**config.mk**
```make
export PLATFORM = sky130hd
export DESIGN_NAME = line_editor_with_backspace_core
export DESIGN_NICKNAME = d
export VERILOG_FILES = /design/src/hdl/lewb_pkg.sv /design/src/hdl/lewb_ram.sv /design/src/hdl/lewb_ctrl.sv /design/src/hdl/line_editor_with_backspace_core.sv
export SDC_FILE = /design/constraint.sdc
export NUM_CORES = 1
export LEC_CHECK = 0
export ABC_AREA = 1
export BUFFER_PORTS_ARGS = -buffer_cell sky130_fd_sc_hd__buf_2
export CORE_UTILIZATION = 62
export DETAILED_ROUTE_END_ITERATION = 7
export PLACE_DENSITY_LB_ADDON = 0.08
export SYNTH_ARGS = -nofsm -noshare
export SYNTH_HDL_FRONTEND = slang
export SYNTH_HIERARCHICAL = 1
export SYNTH_SLANG_ARGS = --single-unit
```
**constraint.sdc**
```tcl
create_clock -name clk_i -period 4.7 [get_ports clk_i]
set_input_delay 0.94 -clock clk_i [delete_from_list [all_inputs] [get_ports clk_i]]
set_output_delay 0.94 -clock clk_i [all_outputs]
set_load 0.02 [all_outputs]
```
**src/hdl/lewb_pkg.sv**
```systemverilog
// Shared types and constants for the line editor core.
// No dependencies; used by lewb_ctrl and line_editor_with_backspace_core.
package lewb_pkg;

  localparam int unsigned KEY_W = 8;
  localparam int unsigned LEN_W = 6;
  localparam int unsigned ADDR_W = 4;
  localparam int unsigned DATA_W = 32;

  localparam logic [KEY_W-1:0] KEY_BACKSPACE = 8'd8;

  // Register indexes (paddr[3:2])
  localparam logic [1:0] REG_TERM_FIRST  = 2'd0;
  localparam logic [1:0] REG_TERM_SECOND = 2'd1;
  localparam logic [1:0] REG_MAX_LEN     = 2'd2;

  localparam logic [KEY_W-1:0] TERM_FIRST_RST  = 8'd32;
  localparam logic [KEY_W-1:0] TERM_SECOND_RST = 8'd10;
  localparam logic [LEN_W-1:0] MAX_LEN_RST     = 6'd63;

  typedef enum logic [1:0] {
    KIND_ECHO = 2'd0,
    KIND_LINE = 2'd1,
    KIND_TERM = 2'd2
  } kind_e;

  typedef enum logic {
    ST_IDLE  = 1'b0,
    ST_DRAIN = 1'b1
  } state_e;

  typedef struct packed {
    logic [KEY_W-1:0] term_first;
    logic [KEY_W-1:0] term_second;
    logic [LEN_W-1:0] limit;   // max_len clamped to the store depth
  } cfg_t;

endpackage

```
**src/hdl/lewb_ram.sv**
```systemverilog
// Line store: single write port, single read port, registered read data.
// Read data holds while no read is issued. No dependencies.
module lewb_ram #(
  parameter int unsigned DEPTH = 63,
  parameter int unsigned AW    = 6,
  parameter int unsigned DW    = 8
) (
  input  logic          clk_i,
  input  logic          we_i,
  input  logic [AW-1:0] waddr_i,
  input  logic [DW-1:0] wdata_i,
  input  logic          re_i,
  input  logic [AW-1:0] raddr_i,
  output logic [DW-1:0] rdata_o
);

  logic [DW-1:0] mem_q [DEPTH];
  logic [DW-1:0] rdata_q;

  always_ff @(posedge clk_i) begin
    if (we_i) begin
      mem_q[waddr_i] <= wdata_i;
    end
  end

  always_ff @(posedge clk_i) begin
    if (re_i) begin
      rdata_q <= mem_q[raddr_i];
    end
  end

  assign rdata_o = rdata_q;

endmodule

```
**src/hdl/lewb_ctrl.sv**
```systemverilog
// Key handling, line length and line readout sequencer with the result register.
// Depends on lewb_pkg and lewb_ram.
module lewb_ctrl #(
  parameter int unsigned MAX_LINE = 63
) (
  input  logic                       clk_i,
  input  logic                       rst_ni,
  input  lewb_pkg::cfg_t             cfg_i,
  input  logic                       in_valid_i,
  output logic                       in_stall_o,
  input  logic [lewb_pkg::KEY_W-1:0] key_code_i,
  output logic                       out_valid_o,
  input  logic                       out_stall_i,
  output logic [1:0]                 kind_o,
  output logic [lewb_pkg::KEY_W-1:0] out_char_o,
  output logic [lewb_pkg::LEN_W-1:0] line_len_o,
  output logic                       last_o
);

  localparam int unsigned IDX_W = (MAX_LINE > 1) ? $clog2(MAX_LINE) : 1;

  lewb_pkg::state_e state_q, state_d;
  logic [lewb_pkg::LEN_W-1:0] len_q, len_d;
  logic [lewb_pkg::LEN_W-1:0] rd_idx_q, rd_idx_d;
  logic                       avail_q, avail_d;   // rdata holds an unsent char
  logic [lewb_pkg::KEY_W-1:0] term_q, term_d;

  logic                       out_valid_q, out_valid_d;
  lewb_pkg::kind_e            out_kind_q, out_kind_d;
  logic [lewb_pkg::KEY_W-1:0] out_char_q, out_char_d;
  logic [lewb_pkg::LEN_W-1:0] out_len_q, out_len_d;
  logic                       out_last_q, out_last_d;

  logic                       out_free, accept, is_term;
  logic                       mem_we, mem_re, out_load;
  logic [lewb_pkg::KEY_W-1:0] mem_rdata;

  assign out_free = !out_valid_q || !out_stall_i;
  assign accept   = in_valid_i && (state_q == lewb_pkg::ST_IDLE) && out_free;
  assign is_term  = (key_code_i == cfg_i.term_first) || (key_code_i == cfg_i.term_second);
  assign in_stall_o = !((state_q == lewb_pkg::ST_IDLE) && out_free);

  always_comb begin
    state_d     = state_q;
    len_d       = len_q;
    rd_idx_d    = rd_idx_q;
    avail_d     = avail_q;
    term_d      = term_q;
    out_valid_d = out_valid_q && out_stall_i;
    out_kind_d  = out_kind_q;
    out_char_d  = out_char_q;
    out_len_d   = out_len_q;
    out_last_d  = out_last_q;
    mem_we      = 1'b0;
    mem_re      = 1'b0;
    out_load    = 1'b0;

    unique case (state_q)
      lewb_pkg::ST_IDLE: begin
        if (accept) begin
          if (is_term) begin
            term_d   = key_code_i;
            rd_idx_d = '0;
            avail_d  = 1'b0;
            state_d  = lewb_pkg::ST_DRAIN;
          end else begin
            if (key_code_i == lewb_pkg::KEY_BACKSPACE) begin
              if (len_q != '0) begin
                len_d = len_q - 1'b1;
              end
            end else if (len_q < cfg_i.limit) begin
              mem_we = 1'b1;
              len_d  = len_q + 1'b1;
            end
            out_valid_d = 1'b1;
            out_kind_d  = lewb_pkg::KIND_ECHO;
            out_char_d  = key_code_i;
            out_len_d   = len_d;
            out_last_d  = 1'b1;
          end
        end
      end
      lewb_pkg::ST_DRAIN: begin
        // one read in flight at most; rdata waits until the result register frees
        out_load = avail_q && out_free;
        mem_re   = (rd_idx_q < len_q) && (!avail_q || out_load);
        if (out_load) begin
          out_valid_d = 1'b1;
          out_kind_d  = lewb_pkg::KIND_LINE;
          out_char_d  = mem_rdata;
          out_len_d   = '0;
          out_last_d  = 1'b0;
        end
        if (mem_re) begin
          rd_idx_d = rd_idx_q + 1'b1;
          avail_d  = 1'b1;
        end else if (out_load) begin
          avail_d = 1'b0;
        end
        if ((rd_idx_q == len_q) && !avail_q && out_free) begin
          out_valid_d = 1'b1;
          out_kind_d  = lewb_pkg::KIND_TERM;
          out_char_d  = term_q;
          out_len_d   = '0;
          out_last_d  = 1'b1;
          len_d       = '0;
          state_d     = lewb_pkg::ST_IDLE;
        end
      end
      default: state_d = lewb_pkg::ST_IDLE;
    endcase
  end

  always_ff @(posedge clk_i or negedge rst_ni) begin
    if (!rst_ni) begin
      state_q     <= lewb_pkg::ST_IDLE;
      len_q       <= '0;
      rd_idx_q    <= '0;
      avail_q     <= 1'b0;
      out_valid_q <= 1'b0;
    end else begin
      state_q     <= state_d;
      len_q       <= len_d;
      rd_idx_q    <= rd_idx_d;
      avail_q     <= avail_d;
      out_valid_q <= out_valid_d;
    end
  end

  always_ff @(posedge clk_i) begin
    term_q     <= term_d;
    out_kind_q <= out_kind_d;
    out_char_q <= out_char_d;
    out_len_q  <= out_len_d;
    out_last_q <= out_last_d;
  end

  lewb_ram #(
    .DEPTH (MAX_LINE),
    .AW    (IDX_W),
    .DW    (lewb_pkg::KEY_W)
  ) u_ram (
    .clk_i   (clk_i),
    .we_i    (mem_we),
    .waddr_i (len_q[IDX_W-1:0]),
    .wdata_i (key_code_i),
    .re_i    (mem_re),
    .raddr_i (rd_idx_q[IDX_W-1:0]),
    .rdata_o (mem_rdata)
  );

  assign out_valid_o = out_valid_q;
  assign kind_o      = 2'(out_kind_q);
  assign out_char_o  = out_char_q;
  assign line_len_o  = out_len_q;
  assign last_o      = out_last_q;

endmodule

```
**src/hdl/line_editor_with_backspace_core.sv**
```systemverilog
// Line editor top level: APB register file and the key/readout controller.
// Depends on lewb_pkg and lewb_ctrl.
//
//  channel | direction | handshake               | payload
//  --------+-----------+-------------------------+-----------------------------------
//  key in  | input     | in_valid_i / in_stall_o | key_code_i
//  result  | output    | out_valid_o/out_stall_i | kind_o, out_char_o, line_len_o, last_o
//  config  | APB       | psel/penable/pready     | paddr, pwdata, prdata
//
// A plain key or backspace gives its echo beat in the cycle after it is taken.
// A terminator gives one line beat per kept character, then its terminator beat:
// the line RAM is read one entry per cycle while the result register is free, and
// each beat leaves through the result register.
// Reset empties the line and loads the register defaults; the line RAM is not cleared.
// An output stall holds the readout in place; no key is taken until the terminator beat.
module line_editor_with_backspace_core #(
  parameter int unsigned MAX_LINE = 63
) (
  input  logic                        clk_i,
  input  logic                        rst_ni,
  input  logic                        psel,
  input  logic                        penable,
  input  logic                        pwrite,
  input  logic [lewb_pkg::ADDR_W-1:0] paddr,
  input  logic [lewb_pkg::DATA_W-1:0] pwdata,
  output logic [lewb_pkg::DATA_W-1:0] prdata,
  output logic                        pready,
  input  logic                        in_valid_i,
  output logic                        in_stall_o,
  input  logic [lewb_pkg::KEY_W-1:0]  key_code_i,
  output logic                        out_valid_o,
  input  logic                        out_stall_i,
  output logic [1:0]                  kind_o,
  output logic [lewb_pkg::KEY_W-1:0]  out_char_o,
  output logic [lewb_pkg::LEN_W-1:0]  line_len_o,
  output logic                        last_o
);

  localparam logic [lewb_pkg::LEN_W-1:0] MaxLineL = lewb_pkg::LEN_W'(MAX_LINE);

  logic [lewb_pkg::KEY_W-1:0] term_first_q, term_first_d;
  logic [lewb_pkg::KEY_W-1:0] term_second_q, term_second_d;
  logic [lewb_pkg::LEN_W-1:0] max_len_q, max_len_d;
  logic                       wr_en;
  logic [1:0]                 reg_idx;
  lewb_pkg::cfg_t             cfg;

  assign pready  = 1'b1;
  assign wr_en   = psel && penable && pwrite && pready;
  assign reg_idx = paddr[3:2];

  always_comb begin
    term_first_d  = term_first_q;
    term_second_d = term_second_q;
    max_len_d     = max_len_q;
    if (wr_en) begin
      unique case (reg_idx)
        lewb_pkg::REG_TERM_FIRST:  term_first_d  = pwdata[lewb_pkg::KEY_W-1:0];
        lewb_pkg::REG_TERM_SECOND: term_second_d = pwdata[lewb_pkg::KEY_W-1:0];
        lewb_pkg::REG_MAX_LEN:     max_len_d     = pwdata[lewb_pkg::LEN_W-1:0];
        default: ;
      endcase
    end
  end

  always_comb begin
    unique case (reg_idx)
      lewb_pkg::REG_TERM_FIRST:  prdata = lewb_pkg::DATA_W'(term_first_q);
      lewb_pkg::REG_TERM_SECOND: prdata = lewb_pkg::DATA_W'(term_second_q);
      lewb_pkg::REG_MAX_LEN:     prdata = lewb_pkg::DATA_W'(max_len_q);
      default:                   prdata = '0;
    endcase
  end

  always_ff @(posedge clk_i or negedge rst_ni) begin
    if (!rst_ni) begin
      term_first_q  <= lewb_pkg::TERM_FIRST_RST;
      term_second_q <= lewb_pkg::TERM_SECOND_RST;
      max_len_q     <= lewb_pkg::MAX_LEN_RST;
    end else begin
      term_first_q  <= term_first_d;
      term_second_q <= term_second_d;
      max_len_q     <= max_len_d;
    end
  end

  assign cfg.term_first  = term_first_q;
  assign cfg.term_second = term_second_q;
  assign cfg.limit       = (max_len_q > MaxLineL) ? MaxLineL : max_len_q;

  lewb_ctrl #(
    .MAX_LINE (MAX_LINE)
  ) u_ctrl (
    .clk_i       (clk_i),
    .rst_ni      (rst_ni),
    .cfg_i       (cfg),
    .in_valid_i  (in_valid_i),
    .in_stall_o  (in_stall_o),
    .key_code_i  (key_code_i),
    .out_valid_o (out_valid_o),
    .out_stall_i (out_stall_i),
    .kind_o      (kind_o),
    .out_char_o  (out_char_o),
    .line_len_o  (line_len_o),
    .last_o      (last_o)
  );

endmodule

```
## Word-level counts from Yosys, hierarchy flattened

Memories as Yosys holds them, arrays and structs flattened. A register that Yosys moved wholly into a read port is not among the register bits.
Cells that the tools add are included.

- Eq/ne operators: 13
- $mul: 0
- Order comparisons: 3
- Muxes and demuxes: 52
- Add/subtract/negate cells: 3
- Bitwise operators: 1
- Reduce and logical (&&, ||, !) cells: 27
- Div/mod/pow operators: 0
- Shifts and indexed selects: 0

Operators by type and width:

| operator | number |
|---|---|
| $mux W6 | 12 |
| $pmux W6 S2 | 3 |
| $mux W8 | 4 |
| $pmux W8 S3 | 1 |
| $mux W1 | 22 |
| $eq A8 B8 Y1 | 2 |
| $pmux W8 S2 | 1 |
| $reduce_and A3 Y1 | 5 |
| $add A6 B1 Y6 const B | 2 |
| $lt A6 B6 Y1 | 2 |
| $logic_and A1 B1 Y1 | 10 |
| $eq A8 B4 Y1 const B | 1 |
| $mux W2 | 4 |
| $pmux W1 S2 | 4 |
| $eq A6 B6 Y1 | 1 |
| $gt A6 B6 Y1 const B | 1 |
| $ne A2 B2 Y1 const B | 3 |
| $ne A3 B3 Y1 const B | 2 |
| $reduce_and A2 Y1 | 3 |
| $reduce_bool A6 Y1 | 1 |
| $sub A6 B1 Y6 const B | 1 |
| $logic_not A1 Y1 | 4 |
| $ne A2 B1 Y1 const B | 2 |
| $pmux W2 S2 | 1 |
| 5 further kinds | 7 |

- ROM bits: 0
- Bits of input ports: 51
- Word-level logic and storage cells: 113
- Bits in latches: 0
- Output and inout port bits: 52
- RAM bits: 504
- Memories: 1
- Bits in registers: 62

Memory list:

| memory | depth | width | rd ports | clocked after memory_dff | wr ports | line | source |
|---|---|---|---|---|---|---|---|
| u_ctrl.u_ram.mem_q | 63 | 8 | 1 | 1 | 1 | lewb_ram.sv:17 | `logic [DW-1:0] mem_q [DEPTH];` |

## Longest topological paths before layout

Gate-level depths: netlist (run 1).

- Depth after elaboration: 10
- Gate-level depth with buffers: 12
- Depth with buffers taken out: 12

## Modules after synthesis

The synthesis (run 1) kept the hierarchy.

By module, submodules not included:

| module | instances | area each (sq um) | cells each | seq. area each (sq um) |
|---|---|---|---|---|
| lewb_ram | 1 | 20903.8 | 1780 | 15374.7 |
| lewb_ctrl | 1 | 2665.1 | 337 | 1126.1 |
| line_editor_with_backspace_core | 1 | 1263.7 | 169 | 561.8 |

## Least setup slack after synthesis (run 1)

OpenSTA, ideal clock, no wires.

- Kind: flip-flop to flip-flop
- From: register max_len_q[5] (netlist bit)
- To: memory u_ctrl.u_ram.mem_q[32][0] (enable)
- Data required time: 4.305 ns
- Setup slack: 1.335 ns
- Stages on the path, launching flop included: 11
- Buffers on the path: 2
- Arrival: 2.970 ns
- Cell sequence: dfstp_2 > clkbuf_1 > inv_1 > ha_1 > a21o_1 > nor2_4 > nand3_1 > nor3_1 > clkbuf_1 > nand4_1 > nor4_1

RTL lines:

| element | line | source |
|---|---|---|
| start, declared | line_editor_with_backspace_core.sv:43 | `logic [lewb_pkg::LEN_W-1:0] max_len_q, max_len_d;` |
| start signal, assigned | line_editor_with_backspace_core.sv:79 | `max_len_q <= lewb_pkg::MAX_LEN_RST;` |
| start signal, assigned | line_editor_with_backspace_core.sv:83 | `max_len_q <= max_len_d;` |
| end, declared | lewb_ram.sv:17 |  |

## Worst setup path after layout (run 1)

- From: register max_len_q[5] (netlist bit)
- To: memory u_ctrl.u_ram.mem_q[24][3] (enable)

- Word-level cells in the longest chain between the ends: 10

Ends and longest elaborated chain:

| element | line | source |
|---|---|---|
| $gt A6 B6 Y1 | line_editor_with_backspace_core.sv:89 | `assign cfg.limit = (max_len_q > MaxLineL) ? MaxLineL : max_len_q;` |
| $mux W6 * | line_editor_with_backspace_core.sv:89 |  |
| $lt A6 B6 Y1 * | lewb_ctrl.sv:71 | `end else if (len_q < cfg_i.limit) begin` |
| $mux W1 * | lewb_ctrl.sv:71 |  |
| $mux W1 * | lewb_ctrl.sv:67 | `if (key_code_i == lewb_pkg::KEY_BACKSPACE) begin` |
| $mux W1 * | lewb_ctrl.sv:61 | `if (is_term) begin` |
| $mux W1 * | lewb_ctrl.sv:60 | `if (accept) begin` |
| $mux W1 * | lewb_ctrl.sv:58 | `unique case (state_q)` |
| via u_ctrl.mem_we | lewb_ctrl.sv:35 | `logic mem_we, mem_re, out_load;` |
| $mux W1 * | lewb_ram.sv:21 | `if (we_i) begin` |
| $mux W1 (implied by the code) * | lewb_ram.sv:22 | `mem_q[waddr_i] <= wdata_i;` |

Mark *: on every way through the listed nets, which the timed path passes. The rest lies on a longest branch.

==> results_dict.tcl, run 1 <==
set metrics [dict create \
    cts.sinks 574 \
    period_share_pct 73.7 \
    cts_made_buffers 56 \
    port_buffers 51 \
    num_antenna_cells 0 \
    critical_path.most_common_cell "buf_4" \
    critPathCaptureType "flop" \
    clk_pin_slew_worst_paths_ps 60 \
    r2r_start "max_len_q[5]" \
    overflow 0 \
    tritoncts "yes" \
    place.gp.congestion 0.912 \
    startpoint "max_len_q[5]" \
    num_vias 16781 \
    rsz0062_at_grt "no" \
    rows 72 \
    clock.fmax_mhz 289 \
    antenna_found_initial 1 \
    yosysSeqAreaShare_pct 68.7 \
    setup_tns_ps 0 \
    cts_root_buf "clkbuf_16" \
    hold_viol 0 \
    wl_per_cell_um 20.4 \
    ios 103 \
    ant_nets 0 \
    powerDensity_mw_per_mm2 551 \
    wirelength_um 58800 \
    seq_power_share_pct 41.4 \
    postSynth.asyncResetShare_pct 6.45 \
    skew_ps 20.5 \
    core_area_mm2 0.0391 \
    grt_pass1_wl_um 89900 \
    worstMarginPinSlew_ps 1200 \
    swShare_pct 34.7 \
    cts_setup_buffers 0 \
    drtIter0Drc 1649 \
    grt_use_total_pct 29.2 \
    drive_above_1_share_pct 9.58 \
    clkLatencyLatePin_ps 620 \
    slowest_stage "nor2_1" \
    report.final.slew_viol_count 0 \
    cts_buffer_depth 3 \
    p_int_w 0.00979 \
    crit_arrival_ps 3690 \
    vdd_drop_max_uv 394 \
    combPwrFrac_pct 28.7 \
    critPathBufInv 3 \
    nets 2384 \
    synth_area_mm2 0.0248 \
    yosys_warnings 6 \
    startpoint_type "flop" \
    finalSetupViolCount 0 \
    pre_cts_slack_ps 691 \
    synth_edf_count 537 \
    dp_hpwl_um 35200 \
    hold_path.class "primary input to asynchronous set/reset pin" \
    die_h_um 202 \
    cp_top_family "simple AND/OR/NAND/NOR gates" \
    post-route-util_pct 69.6 \
    synthFlopType "edfxtp_1" \
    synthToLayoutAreaGrowth_pct 9.56 \
    total_power_w 0.0150 \
    pwr-share-clk_pct 29.9 \
    yosysUniqueCellTypes 40 \
    relSlewSlack_pct 19.8 \
    synth.avg_cell_area_um2 10.9 \
    syn_inst 2286 \
    drtPass1Iterations 6 \
    viasPerCell 5.83 \
    reg2reg_slack_ps 1240 \
    dieArea_mm2 0.0409 \
    grt_max_degree 145 \
    path_cells "inv_1, ha_1, a21o_1, nor2_4, nand3_1, nor3_1, buf_4, nand4_1, buf_4, nor2_1" \
    fin_crit_ps 3460 \
    maxCapViolCount 0 \
    status "finished, final reports clean" \
    cpPeakStageDelay_ps 650 \
    cts-htree-levels 2 \
    ys_ff_latch 574 \
    cts_resized 0 \
    die_w_um 202 \
    cp_max_fo 9 \
    required_ps 4930 \
    cts-hold-fix-buffers 0 \
    leakage_nw 10.3 \
    switching_power_w 0.00521 \
    drcViolationCount 0 \
    setup_slack_ps 1240 \
    initial_core_util_pct 63.5 \
    worst-setup-path-type "flop to flop" \
    grt_pass1_vias 15902 \
]
## stage by stage
step,instances,hold WS [ps],area [µm²]
finish,2876,444,27200
global route,2876,505,27200
CTS,2876,454,27200
detailed placement,2778,470,25400
global placement,2778,469,25400
floorplan,2309,449,24900
## path summary, 6_finish.rpt
check,to,cells after the start
min in group clk_i,max_len_q[4],2
worst min register to register,max_len_q[4],2
worst max-delay path,u_ctrl/u_ram/mem_q[24][3],10
worst max register to register,u_ctrl/u_ram/mem_q[24][3],10
worst min-delay path,u_ctrl/state_q,1
max in group asynchronous,u_ctrl/rd_idx_q[1],1
## cell families after synthesis
family	count (synthesis)	synth area share (%)
buf+inv	205	4.29
xor+xnor	16	0.564
simple gates	1450	25.1
flops	574	68.7
fa+ha+maj	15	0.756
other cells	2	0.0302
compound gates	24	0.584
## flip-flops by register name, summed over array words and instances (netlist names)
register and cells:
u_ctrl/last_o 1, u_ctrl/avail_q 1, u_ctrl/rd_idx_q 6, u_ctrl/state_q 1
u_ctrl/u_ram/rdata_o 8, u_ctrl/out_char_o 8, max_len_q 6, u_ctrl/term_q 8
term_first_q 8, u_ctrl/line_len_o 6, term_second_q 8, u_ctrl/out_valid_o 1
u_ctrl/len_q 6, u_ctrl/u_ram/mem_q 504, u_ctrl/kind_o 2
## cell usage after synthesis, types with 2 or more instances
master	n	share of area (%)
inv_2	13	0.20
xnor2_1	9	0.32
dfstp_2	9	0.95
nor2_2	6	0.15
clkinv_1	2	0.030
conb_1	2	0.030
nand3_1	460	9.3
a21oi_1	7	0.14
buf_2	46	0.93
nand2_2	9	0.23
buf_1	16	0.24
nand4_1	13	0.33
o21ai_1	6	0.12
dfrtp_1	28	2.8
clkbuf_1	27	0.41
buf_4	49	1.5
xor2_1	7	0.25
nor4_1	8	0.20
edfxtp_1	537	65
nor2_4	4	0.18
nand3_2	2	0.081
buf_6	7	0.32
inv_1	44	0.67
ha_1	15	0.76
o211ai_1	8	0.24
nand2_4	4	0.18
nand2_1	843	13
nor2_1	93	1.4
## power groups by stage
| stage | clock, W | sequential (W) | combinational, W |
|---|---|---|---|
| final | 0.00448 | 0.00621 | 0.00431 |
| after global routing | 0.00473 | 0.00624 | 0.00473 |
| after CTS | 0.00454 | 0.00621 | 0.00425 |
| after detailed placement | 0 | 0.00631 | 0.00424 |
| after global placement | 0 | 0.00631 | 0.00414 |
| after floorplan | 0 | 0.00623 | 0.00315 |
## final cells by class
| class | instances | area, µm² |
|---|---|---|
| sequential | 574 | 17100 |
| fill | 2836 | 11900 |
| clock inverter | 23 | 298 |
| inverter | 60 | 233 |
| tap | 518 | 648 |
| multi-input combinational | 1530 | 6790 |
| clock buffer | 75 | 1540 |
| timing repair buffer | 96 | 631 |
## per-layer routing
| metal | GRT usage, % | wire length, µm |
|---|---|---|
| met4 | 10.7 | 1790 |
| met1 | 42.3 | 24200 |
| met5 | 0 | 0 |
| met3 | 4.29 | 5320 |
| met2 | 45.7 | 27500 |
## layout by cell type (no fill, tap or decap), types with 3 or more instances in the layout
cell	instances
nand4_1	13
clkbuf_16	58
nor4_1	8
o211ai_1	8
ha_1	15
bufinv_16	7
xnor2_1	9
xor2_1	7
clkbuf_1	15
a21oi_1	7
nand2_1	843
buf_2	51
buf_12	3
clkinv_1	9
dfstp_2	9
nor2_4	4
nor2_2	6
edfxtp_1	537
dfrtp_1	25
nand2_2	9
inv_1	44
nand3_1	460
inv_2	12
buf_4	42
conb_1	25
o21ai_1	6
nor2_1	93
clkinv_2	6
nand2_4	4
## worst register-to-register path, cell delays in order (launching register included)
cell and delay (ps):
dfstp_2 550, inv_1 50, ha_1 300, a21o_1 210, nor2_4 200, nand3_1 160
nor3_1 210, buf_4 210, nand4_1 270, buf_4 280, nor2_1 650
Power figures use the tool's default switching activity.
==> run 2: changes to the inputs <==
Settings changed: ABC_AREA 1 to 0, CORE_UTILIZATION 62 to 55.
Clock period 4.7 ns to 3 ns, I/O delays scaled along.
==> run 2 against run 1 <==
Effect of this change:
- final area rose by 1.5%
- die area rose by 6.8%
- sequential cell count did not move
- total power rose by 50%
- synthesized cell count fell by 43%
- cell count fell by 30%
- clock-buffer cell count did not move
- critical endpoint is now u_ctrl/u_ram/mem_q[45][2]
- largest cell class unchanged
==> results_dict.tcl, run 2 <==
set metrics [dict create \
    period_share_pct 96.6 \
    dieArea_mm2 0.0436 \
    num_antenna_cells 0 \
    nets 1507 \
    yosys.area.top_type_share_pct 68.5 \
    clock.fmax_mhz 345 \
    top_layer "met5" \
    synth_most_common_cell "edfxtp_1" \
    yosys-top-cells-count "edfxtp_1, mux4_2, nor2_1, nand2_1, mux2i_1" \
    drive_above_1_share_pct 32.3 \
    yosysSeqAreaShare_pct 72.5 \
    antenna_found_initial 3 \
    initial_core_util_pct 56.0 \
    r2r_start "max_len_q[5]" \
    powerDensity_mw_per_mm2 813 \
    status "finished, final reports clean" \
    cts.sinks 574 \
    hold_viol 0 \
    die_h_um 209 \
    critical_path.most_common_cell "buf_6" \
    dp_hpwl_um 34000 \
    finalSetupViolCount 0 \
    largest_register_ff_count 504 \
    grt_max_degree 61 \
    num_vias 12445 \
    required_ps 3330 \
    total_power_w 0.0224 \
    worst-setup-path-type "flop to flop" \
    synth.avg_cell_area_um2 18.2 \
    r2r-end "u_ctrl/u_ram/mem_q[45][2]" \
    path_cells "inv_1, ha_4, a21oi_4, o21ai_2, a211o_1, nor3_4, nor2b_4, buf_6, nand3_4, buf_12, nor2_4, buf_6" \
    leakage_nw 9.12 \
    ios 103 \
    ys_ff_latch 574 \
    rows 75 \
    synthFlopType "edfxtp_1" \
    vdd_drop_max_uv 547 \
    viasPerCell 6.14 \
    worstMarginPinSlew_ps 1070 \
    critPathCaptureType "flop" \
    final_cells 2027 \
    maxCapViolCount 0 \
    setup_tns_ps 0 \
    report.final.slew_viol_count 0 \
    synth.top_cells.by_area "edfxtp_1, mux4_2, dfrtp_1, mux2i_1, nor2_1" \
    wirelength_um 53200 \
    grt_pass1_vias 12535 \
    wl_met1_um 22100 \
    yosysUniqueCellTypes 64 \
    skew_ps 20.5 \
    synth_top_area_cell "edfxtp_1" \
    reg2reg_depth 12 \
    startpoint_type "flop" \
    cts_buffer_depth 3 \
    fin_crit_ps 2900 \
    slowest_stage "dfstp_2" \
    place.gp.congestion 0.877 \
    cts-htree-levels 2 \
    port_buffers 51 \
    drtPass1Iterations 5 \
    clkLatencyLatePin_ps 620 \
    crit_arrival_ps 3220 \
    synthToLayoutAreaGrowth_pct 17.3 \
    met3WireLength_um 3630 \
    synth_edf_count 537 \
    relSlewSlack_pct 28.6 \
    dp.cells 1903 \
    cpPeakStageDelay_ps 520 \
    yosys_warnings 6 \
    wl_per_cell_um 26.2 \
    overflow 0 \
    reg2reg_slack_ps 100 \
    drcViolationCount 0 \
    top_register "u_ctrl/u_ram/mem_q" \
    die_w_um 209 \
    drtIter0Drc 1191 \
    grt_use_total_pct 25.2 \
    cts_made_buffers 58 \
    clk_pin_slew_worst_paths_ps 60 \
    syn_inst 1292 \
    cts_root_buf "clkbuf_16" \
    postSynth.asyncResetShare_pct 6.45 \
    synth_area_mm2 0.0235 \
    ant_nets 0 \
    grt_pass1_wl_um 79800 \
    cts-hold-fix-buffers 0 \
    core_area_mm2 0.0420 \
    layout_commonest_cell "edfxtp_1" \
    final_cell_mix "edfxtp_1, mux4_2, buf_4" \
    cp_max_fo 7 \
    tritoncts "yes" \
    hold_path.class "primary input to asynchronous set/reset pin" \
    met2_length_um 25700 \
]
[run 2: cell count changes after synthesis, moves of 17 or more]
| cell | change |
|---|---|
| buf_2 | -35 |
| inv_1 | -27 |
| mux4_2 | +115 |
| buf_4 | -17 |
| o21ai_0 | +23 |
| nand2_1 | -790 |
| a21oi_1 | +20 |
| nand3_1 | -441 |
| mux2i_1 | +46 |
| mux2_2 | +28 |
[run 2: per-layer routing]
layer,vias to the layer above,track usage (%)
met5,-,0
met4,2,9.31
met3,102,4.07
met2,468,40.4
met1,6440,35.2
li1,5433,-
[run 2: power breakdown]
part	leakage [nW]	internal, W	switching [W]
clock network	0.900	0.00407	0.00294
registers	5.28	0.00922	0.000271
logic	2.95	0.00260	0.00333
total	9.12	0.0159	0.00655
[run 2: logic make-up (layout without fill, tap and decap cells)]
group           Yosys count  after routing  share of synthesized area (%)
other cells               2             25                         0.0319
simple gates            247            247                           5.01
xor+xnor                 21             21                          0.782
buf+inv                 112            285                           2.69
flops                   574            574                           72.5
mux                     189            189                           14.3
compound gates          132            132                           3.88
fa+ha+maj                15             15                          0.798
[run 2: worst max-delay path by stage]
| stage | cells after the start | end | start |
|---|---|---|---|
| detailed placement | 9 | u_ctrl/u_ram/mem_q[55][4] | max_len_q[5] |
| global route | 12 | u_ctrl/u_ram/mem_q[45][2] | max_len_q[3] |
| floorplan | 10 | u_ctrl/u_ram/mem_q[13][0] | max_len_q[5] |
| finish | 12 | u_ctrl/u_ram/mem_q[45][2] | max_len_q[5] |
| global placement | 9 | u_ctrl/u_ram/mem_q[51][2] | max_len_q[5] |
| CTS | 12 | u_ctrl/u_ram/mem_q[45][4] | max_len_q[5] |
[run 2: cell type report]
| class | instances | area [µm²] |
|---|---|---|
| fill | 2907 | 14400 |
| tap | 539 | 674 |
| inverter | 18 | 67.6 |
| clock buffer | 75 | 1560 |
| timing repair buffer | 160 | 1530 |
| clock inverter | 32 | 295 |
| multi-input combinational | 629 | 6410 |
| sequential | 574 | 17100 |
[run 2: repair_timing]
action | 4_1_cts | 5_1_grt
setup buffers | 16 | 1
gates resized for setup | 64 | 14
endpoints found under the hold margin | 0 | 0
pin swaps | 17 | 6
setup endpoints to repair | 504 | 332
[run 2: critical path: cells and delay by family (launching register included)]
| kind | cells | cell delay [ps] |
|---|---|---|
| AO/OA/AOI/OAI | 3 | 480 |
| flip-flops | 1 | 520 |
| AND/OR/NAND/NOR | 4 | 810 |
| buffers and inverters | 4 | 520 |
| adder cells (fa/ha/maj) | 1 | 260 |
[run 2: metrics by stage]
stage | area (µm²) | hold WS, ps | setup slack, ps | util, %
after floorplan | 23800 | 304 | -34.2 | -
after global placement | 25200 | 535 | -384 | 60.0
after detailed placement | 25200 | 542 | -396 | 60.0
after CTS | 27500 | 92.4 | 2.55 | 65.5
after global routing | 27600 | 166 | -11.2 | 65.7
final | 27600 | 98.7 | 103 | 65.7
